### src/rtl/jsq_pkg.sv
// Shared constants, types and codes for the join-shortest-queue dispatcher.
// Depends on nothing; imported by every module of the block.
package jsq_pkg;

    // Queue store geometry
    localparam int NUM_QUEUES  = 128;
    localparam int ADDR_W      = $clog2(NUM_QUEUES);
    localparam int QUEUE_W     = 7;
    localparam int COUNT_W     = 16;
    localparam int CFG_W       = 8;
    localparam int INDEX_REACH = 1 << QUEUE_W;
    localparam int SPAN_MAX    = (NUM_QUEUES < INDEX_REACH) ? NUM_QUEUES : INDEX_REACH;
    localparam int DATA_W      = 24;

    localparam logic [COUNT_W-1:0] COUNT_MAX = '1;

    // Item kinds carried on s_tuser
    localparam logic OP_LOAD   = 1'b0;
    localparam logic OP_ARRIVE = 1'b1;

    // Access request from the controller to the count store
    typedef struct packed {
        logic               wr_en;
        logic [ADDR_W-1:0]  wr_addr;
        logic [COUNT_W-1:0] wr_data;
        logic [ADDR_W-1:0]  rd_addr;
    } ram_req_t;

endpackage

### src/rtl/jsq_count_ram.sv
// Queue occupancy store: one write port, one registered read port.
// Per-entry valid bits make unwritten entries read as zero after reset.
// Depends on jsq_pkg.
module jsq_count_ram (
    input  logic                     aclk,
    input  logic                     aresetn,
    input  jsq_pkg::ram_req_t        req,
    output logic [jsq_pkg::COUNT_W-1:0] rd_data
);
    import jsq_pkg::*;

    logic [COUNT_W-1:0]    mem [NUM_QUEUES];
    logic [NUM_QUEUES-1:0] valid_reg;
    logic [COUNT_W-1:0]    rd_word_reg;
    logic                  rd_valid_reg;

    // Storage array, no reset
    always_ff @(posedge aclk) begin
        if (req.wr_en) begin
            mem[req.wr_addr] <= req.wr_data;
        end
        rd_word_reg <= mem[req.rd_addr];
    end

    // Valid bits: cleared by reset, set on first write
    always_ff @(posedge aclk) begin
        if (!aresetn) begin
            valid_reg    <= '0;
            rd_valid_reg <= 1'b0;
        end else begin
            if (req.wr_en) begin
                valid_reg[req.wr_addr] <= 1'b1;
            end
            rd_valid_reg <= valid_reg[req.rd_addr];
        end
    end

    assign rd_data = rd_valid_reg ? rd_word_reg : '0;

endmodule

### src/rtl/jsq_ctrl.sv
// Dispatch sequencer: applies loads, scans the counts for the shortest
// queue, writes back the increment and holds the result item.
// Depends on jsq_pkg.
module jsq_ctrl (
    input  logic                         aclk,
    input  logic                         aresetn,
    input  logic [jsq_pkg::CFG_W-1:0]    span,
    input  logic                         in_valid,
    output logic                         in_ready,
    input  logic                         in_op,
    input  logic [jsq_pkg::QUEUE_W-1:0]  in_queue,
    input  logic [jsq_pkg::COUNT_W-1:0]  in_count,
    output jsq_pkg::ram_req_t            req,
    input  logic [jsq_pkg::COUNT_W-1:0]  rd_data,
    output logic                         out_valid,
    input  logic                         out_ready,
    output logic [jsq_pkg::QUEUE_W-1:0]  out_queue,
    output logic [jsq_pkg::COUNT_W-1:0]  out_count,
    output logic                         out_sat
);
    import jsq_pkg::*;

    typedef enum logic [2:0] {
        ST_IDLE   = 3'b001,
        ST_SCAN   = 3'b010,
        ST_COMMIT = 3'b100
    } state_t;

    state_t             state_reg, state_next;
    logic [QUEUE_W-1:0] k_reg, k_next;
    logic [COUNT_W-1:0] best_reg, best_next;
    logic [QUEUE_W-1:0] best_idx_reg, best_idx_next;
    logic               out_valid_reg, out_valid_next;
    logic [QUEUE_W-1:0] out_queue_reg;
    logic [COUNT_W-1:0] out_count_reg;
    logic               out_sat_reg;

    logic take, last, commit, sat, accept, load_ok;

    assign accept  = in_valid && (state_reg == ST_IDLE);
    assign load_ok = (32'(in_queue) < 32'(NUM_QUEUES));
    assign take    = (k_reg == '0) || (rd_data < best_reg);
    assign last    = (CFG_W'(k_reg) == span - CFG_W'(1));
    assign sat     = (best_reg == COUNT_MAX);
    assign commit  = (state_reg == ST_COMMIT) && (!out_valid_reg || out_ready);

    // Sequencer
    always_comb begin
        state_next    = state_reg;
        k_next        = k_reg;
        best_next     = best_reg;
        best_idx_next = best_idx_reg;
        unique case (state_reg)
            ST_IDLE: begin
                if (accept && in_op == OP_ARRIVE) begin
                    k_next     = '0;
                    state_next = ST_SCAN;
                end
            end
            ST_SCAN: begin
                // one stored count compared per cycle
                if (take) begin
                    best_next     = rd_data;
                    best_idx_next = k_reg;
                end
                if (last) begin
                    state_next = ST_COMMIT;
                end else begin
                    k_next = k_reg + QUEUE_W'(1);
                end
            end
            ST_COMMIT: begin
                if (commit) begin
                    state_next = ST_IDLE;
                end
            end
            default: state_next = ST_IDLE;
        endcase
    end

    // Store access: load write, increment write-back, scan read
    always_comb begin
        req.wr_en   = 1'b0;
        req.wr_addr = ADDR_W'(in_queue);
        req.wr_data = in_count;
        req.rd_addr = '0;
        if (accept && in_op == OP_LOAD && load_ok) begin
            req.wr_en = 1'b1;
        end else if (commit && !sat) begin
            req.wr_en   = 1'b1;
            req.wr_addr = ADDR_W'(best_idx_reg);
            req.wr_data = best_reg + COUNT_W'(1);
        end
        if (state_reg == ST_SCAN) begin
            req.rd_addr = ADDR_W'(k_reg + QUEUE_W'(1));
        end
    end

    // Result hold register
    always_comb begin
        out_valid_next = out_valid_reg;
        if (commit) begin
            out_valid_next = 1'b1;
        end else if (out_ready) begin
            out_valid_next = 1'b0;
        end
    end

    always_ff @(posedge aclk) begin
        if (!aresetn) begin
            state_reg     <= ST_IDLE;
            out_valid_reg <= 1'b0;
        end else begin
            state_reg     <= state_next;
            out_valid_reg <= out_valid_next;
        end
    end

    always_ff @(posedge aclk) begin
        k_reg        <= k_next;
        best_reg     <= best_next;
        best_idx_reg <= best_idx_next;
        if (commit) begin
            out_queue_reg <= best_idx_reg;
            out_count_reg <= best_reg;
            out_sat_reg   <= sat;
        end
    end

    assign in_ready  = (state_reg == ST_IDLE);
    assign out_valid = out_valid_reg;
    assign out_queue = out_queue_reg;
    assign out_count = out_count_reg;
    assign out_sat   = out_sat_reg;

endmodule

### src/rtl/join_shortest_queue_dispatch.sv
// Join-shortest-queue dispatcher, top level.
// Input items arrive on s_*, one result item per arrival leaves on m_*.
// A load item (s_tuser = 0) writes one queue's count and gives no
// result. An arrival item (s_tuser = 1) scans the active queues one
// count per cycle through the single read port of the count store,
// and takes no new item until its result is committed; span is
// active_queues clamped to 1..128, the number of queues scanned.
// The chosen count is incremented (saturating, flagged on m_tuser) and
// written back in the same cycle the result is loaded into the output
// register.
// Reset (aresetn low, synchronous) clears every count to zero and sets
// active_queues to 128. active_queues is written through cfg_wen/cfg_wdata
// by the user only while the block is idle; the block does not enforce it.
// If the receiver stalls, the result waits in the output register; a new
// item can be taken meanwhile, but a second arrival holds before its
// write-back until the first result has gone.
// Depends on jsq_pkg, jsq_count_ram and jsq_ctrl.
module join_shortest_queue_dispatch (
    input  logic                        aclk,
    input  logic                        aresetn,
    input  logic                        cfg_wen,
    input  logic [jsq_pkg::CFG_W-1:0]   cfg_wdata,   // active_queues
    input  logic                        s_tvalid,
    output logic                        s_tready,
    input  logic [jsq_pkg::DATA_W-1:0]  s_tdata,     // [6:0] load_queue, [22:7] load_count
    input  logic                        s_tuser,     // [0] op
    output logic                        m_tvalid,
    input  logic                        m_tready,
    output logic [jsq_pkg::DATA_W-1:0]  m_tdata,     // [6:0] chosen_queue, [22:7] length_before_join
    output logic                        m_tuser      // [0] saturated
);
    import jsq_pkg::*;

    logic [CFG_W-1:0]   active_reg;
    logic [CFG_W-1:0]   span;
    ram_req_t           req;
    logic [COUNT_W-1:0] rd_data;
    logic [QUEUE_W-1:0] out_queue;
    logic [COUNT_W-1:0] out_count;

    // Configuration register
    always_ff @(posedge aclk) begin
        if (!aresetn) begin
            active_reg <= CFG_W'(INDEX_REACH);
        end else if (cfg_wen) begin
            active_reg <= cfg_wdata;
        end
    end

    // Search span: zero counts as one, capped at the store depth
    always_comb begin
        if (active_reg == '0) begin
            span = CFG_W'(1);
        end else if (active_reg > CFG_W'(SPAN_MAX)) begin
            span = CFG_W'(SPAN_MAX);
        end else begin
            span = active_reg;
        end
    end

    jsq_count_ram u_ram (
        .aclk    (aclk),
        .aresetn (aresetn),
        .req     (req),
        .rd_data (rd_data)
    );

    jsq_ctrl u_ctrl (
        .aclk      (aclk),
        .aresetn   (aresetn),
        .span      (span),
        .in_valid  (s_tvalid),
        .in_ready  (s_tready),
        .in_op     (s_tuser),
        .in_queue  (s_tdata[QUEUE_W-1:0]),
        .in_count  (s_tdata[QUEUE_W+COUNT_W-1:QUEUE_W]),
        .req       (req),
        .rd_data   (rd_data),
        .out_valid (m_tvalid),
        .out_ready (m_tready),
        .out_queue (out_queue),
        .out_count (out_count),
        .out_sat   (m_tuser)
    );

    assign m_tdata = {{(DATA_W-QUEUE_W-COUNT_W){1'b0}}, out_count, out_queue};

endmodule
### config.mk
export PLATFORM = sky130hd
export DESIGN_NAME = join_shortest_queue_dispatch
export DESIGN_NICKNAME = d
export VERILOG_FILES = /design/src/rtl/jsq_pkg.sv /design/src/rtl/jsq_count_ram.sv /design/src/rtl/jsq_ctrl.sv /design/src/rtl/join_shortest_queue_dispatch.sv
export SDC_FILE = /design/constraint.sdc
export NUM_CORES = 2
export LEC_CHECK = 0
export ABC_AREA = 1
export BUFFER_PORTS_ARGS = -buffer_cell sky130_fd_sc_hd__buf_2
export CAP_MARGIN = 20
export CORE_MARGIN = 1.5
export CORE_UTILIZATION = 30
export CTS_BUF_LIST = sky130_fd_sc_hd__clkbuf_16
export DETAILED_ROUTE_END_ITERATION = 12
export GPL_TIMING_DRIVEN = 0
export PLACE_DENSITY_LB_ADDON = 0.08
export SYNTH_ARGS = -nofsm -noshare
export SYNTH_HDL_FRONTEND = slang
export SYNTH_SLANG_ARGS = --single-unit
export TNS_END_PERCENT = 10
### constraint.sdc
create_clock -name aclk -period 10.7 [get_ports aclk]
set_input_delay 2.14 -clock aclk [delete_from_list [all_inputs] [get_ports aclk]]
set_output_delay 2.14 -clock aclk [all_outputs]
set_load 0.02 [all_outputs]
==> qor.csv <==
metric,value,unit
total track usage,28.2,%
Ys Warns,0,
IO Pins,65,
first-pass iteration count of the detailed router,6,
# DRC,0,
number of buffers created by CTS,272,
CTS tree,yes,
Starting Density,30.2,%
minimum clock period,6.50,ns
Rel. slew slack,12.0,%
dpl cell area,101000,sq um
# rows,202,
syn_area_per_cell,11.8,sq um
fin. max-slew vios,0,
vias,67052,
#FFs+latches synth,2259,
Mapped Area,91700,sq um
PortBufs,61,
Post-Synth Simple-Gate Area,17.3,%
gr ovfl total,0,
most frequent cell after synthesis,edfxtp_1,
Syn Nets,7816,
Leak,0.0396,uW
Root Driver,clkbuf_16,
Most used DFF post-synth,edfxtp_1,
Netlist cell types,40,
worst-margin pin slew,1.32,ns
initial antenna violation count,50,
Synth top area share,68.8,%
worst reg-to-reg setup slack,4.20,ns
period utilization,60.7,%
Largest register FFs,2048,
Max Freq,154,MHz
unrepaired setup endpoints after global routing,no,
share of cells above drive strength 1,10.6,%
Die Wd,556,microns
Area Growth Syn to Fin,19.3,%
core region area,304000,sq um
Worst Path Required,11.50,ns
post-CTS sizing,0,
hold buffers post-CTS,0,
number of flops mapped to enable cells by yosys,2102,
Compound-Gate Fraction of Synth Area,5.61,%
R2R depth,15,
CP Capture Type,flip-flop,
hold depth,0,
H-tree Lvls,5,
DIE AREA,309000,sq um
Final Net Count,8328,
Setup TNS,0,ns
final wirelength,444000,microns
number of nets still failing antenna checks after routing,0,
PnR Total Power,20700,uW
Routability Congestion,0.965,
hold path startpoint,u_ctrl.best_idx_reg[4],
clk sinks,2259,
final core utilization,36.0,%
vias per inst,5.34,
Layout Skew,0.0556,ns
hold worst-path end,u_ctrl.out_queue[4],
final setup violation count,0,
HPWL after DPL,323000,microns
Post-Synth Adder-Cell Area,0.259,%
Finished Cell Area,109000,sq um
Crit Path Max Fanout,10,
Die H,556,microns
Starting DRT DRC Count,9033,
R2R Path End,u_ram.rd_word_reg[3],
largest area contributor in the netlist,edfxtp_1,
Post-Synth XOR/XNOR Area,0.181,%
Worst-path clk slew,0.06,ns
first-pass GRT wire length,582000,microns
clk buf depth,4,
Worst-Skew Late Latency,0.94,ns
synth top area cells,"edfxtp_1 69%, nand3_1 8.5%, nand2_1 7.2%",
pwr dens,190,nW/um^2
CP arrival,7.30,ns
setup bufs post-CTS,0,
max-cap violations,0,
vias in the first global route,62534,
mux share of post-synthesis cell area,0,%
crit path kind,flip-flop to flip-flop,
final hold viol count,0,
drt wl/cell,35.3,microns
share of flip-flops with an asynchronous set or reset,0,%
crit path launch type,flip-flop,
status,finished clean,
R2R Path Start,u_ctrl.k_reg[0],
Hold Path Class,flip-flop to flip-flop,
commonest cells in the netlist,"2102 x edfxtp_1, 1759 x nand2_1, 1556 x nand3_1, 478 x inv_1, 297 x o22ai_1",
Syn Inst Count,7759,
sequential share of the synthesized area,72.3,%
main combinational cell family by area after synthesis,simple AND/OR/NAND/NOR gates,
largest net degree at the start of global routing,63,
worst vdd ir,0.000122,V
Final Hold Slack,0.452,ns
logic make-up after synthesis:
group | Yosys count
xor gates and xnor gates | 19
and+or+nand+nor | 3593
DFF | 2259
adders and majority gates | 19
buffers and inverters | 997
other | 1
AOI/OAI and AO/OA | 871
metal layers:
metal	GRT usage, %	vias up	part of all wire (%)
met5	0	-	0.010
met2	44.4	3217	45
li1	-	28720	-
met4	13.0	8	5.3
met3	4.84	721	8.1
met1	37.8	34386	41
through the flow:
stage               std cells  worst slack (ns)
floorplan                7759              1.03
finish                  12567              4.20
CTS                     12552              4.50
global placement        11900            -13.35
detailed placement      12073              4.33
global route            12558              4.31
how the worst max path moves through the flow:
| stage | from | end | slack (ns) | cells after the start |
|---|---|---|---|---|
| after floorplan | m_tready | u_ram.mem[0][12] | 1.03 | 6 |
| after global placement | m_tready | u_ram.mem[52][4] | -13.35 | 8 |
| after detailed placement | m_tready | u_ram.mem[59][1] | 4.33 | 11 |
| after CTS | u_ctrl.k_reg[0] | u_ram.rd_word_reg[4] | 4.50 | 15 |
| after global routing | u_ctrl.k_reg[0] | u_ram.rd_word_reg[4] | 4.31 | 15 |
| final | u_ctrl.k_reg[0] | u_ram.rd_word_reg[3] | 4.20 | 15 |
cell usage in the layout (no fill, tap or decap), types with 12 or more instances in the layout:
cell type,instances
a21oi_1,217
buf_1,45
buf_12,94
buf_16,55
buf_2,238
buf_8,25
clkbuf_1,269
clkbuf_16,280
clkinv_1,52
clkinv_2,43
dfxtp_1,157
edfxtp_1,2102
ha_1,19
inv_1,514
inv_2,46
nand2_1,1756
nand3_1,1556
nand4_1,40
nor2_1,176
nor2_4,23
o211ai_1,23
o21ai_0,179
o21ai_4,12
o21bai_1,135
o22ai_1,297
xor2_1,17
power breakdown:
part / switching [uW] / internal (uW)
Sequential: 26.4 / 9900
Clock: 3890 / 4970
Combinational: 1510 / 447
Total: 5420 / 15300
cell type report:
class	count	area [sq um]
timing repair buffer	238	4110
clock buffer	280	7010
tap	4080	5100
inverter	486	1820
fill	30073	194000
sequential	2259	66300
buffer	511	2210
clock inverter	199	1270
multi-input combinational	4503	21600
antenna	11	27.5
critical path, stage by stage, from the launching register on:
cell and delay, ns:
edfxtp_1 0.64, inv_1 0.21, clkbuf_1 0.53, clkbuf_1 0.64, buf_6 0.25, ha_1 0.36, nand3_1 0.44, buf_2 0.35
buf_2 0.66, clkbuf_1 0.67, nand3_1 0.30, nand3_1 0.40, nand3_1 0.35, nand3_1 0.15, nand3_1 0.14, nand2_1 0.26
Note: power is estimated with default switching activity, not from simulation.
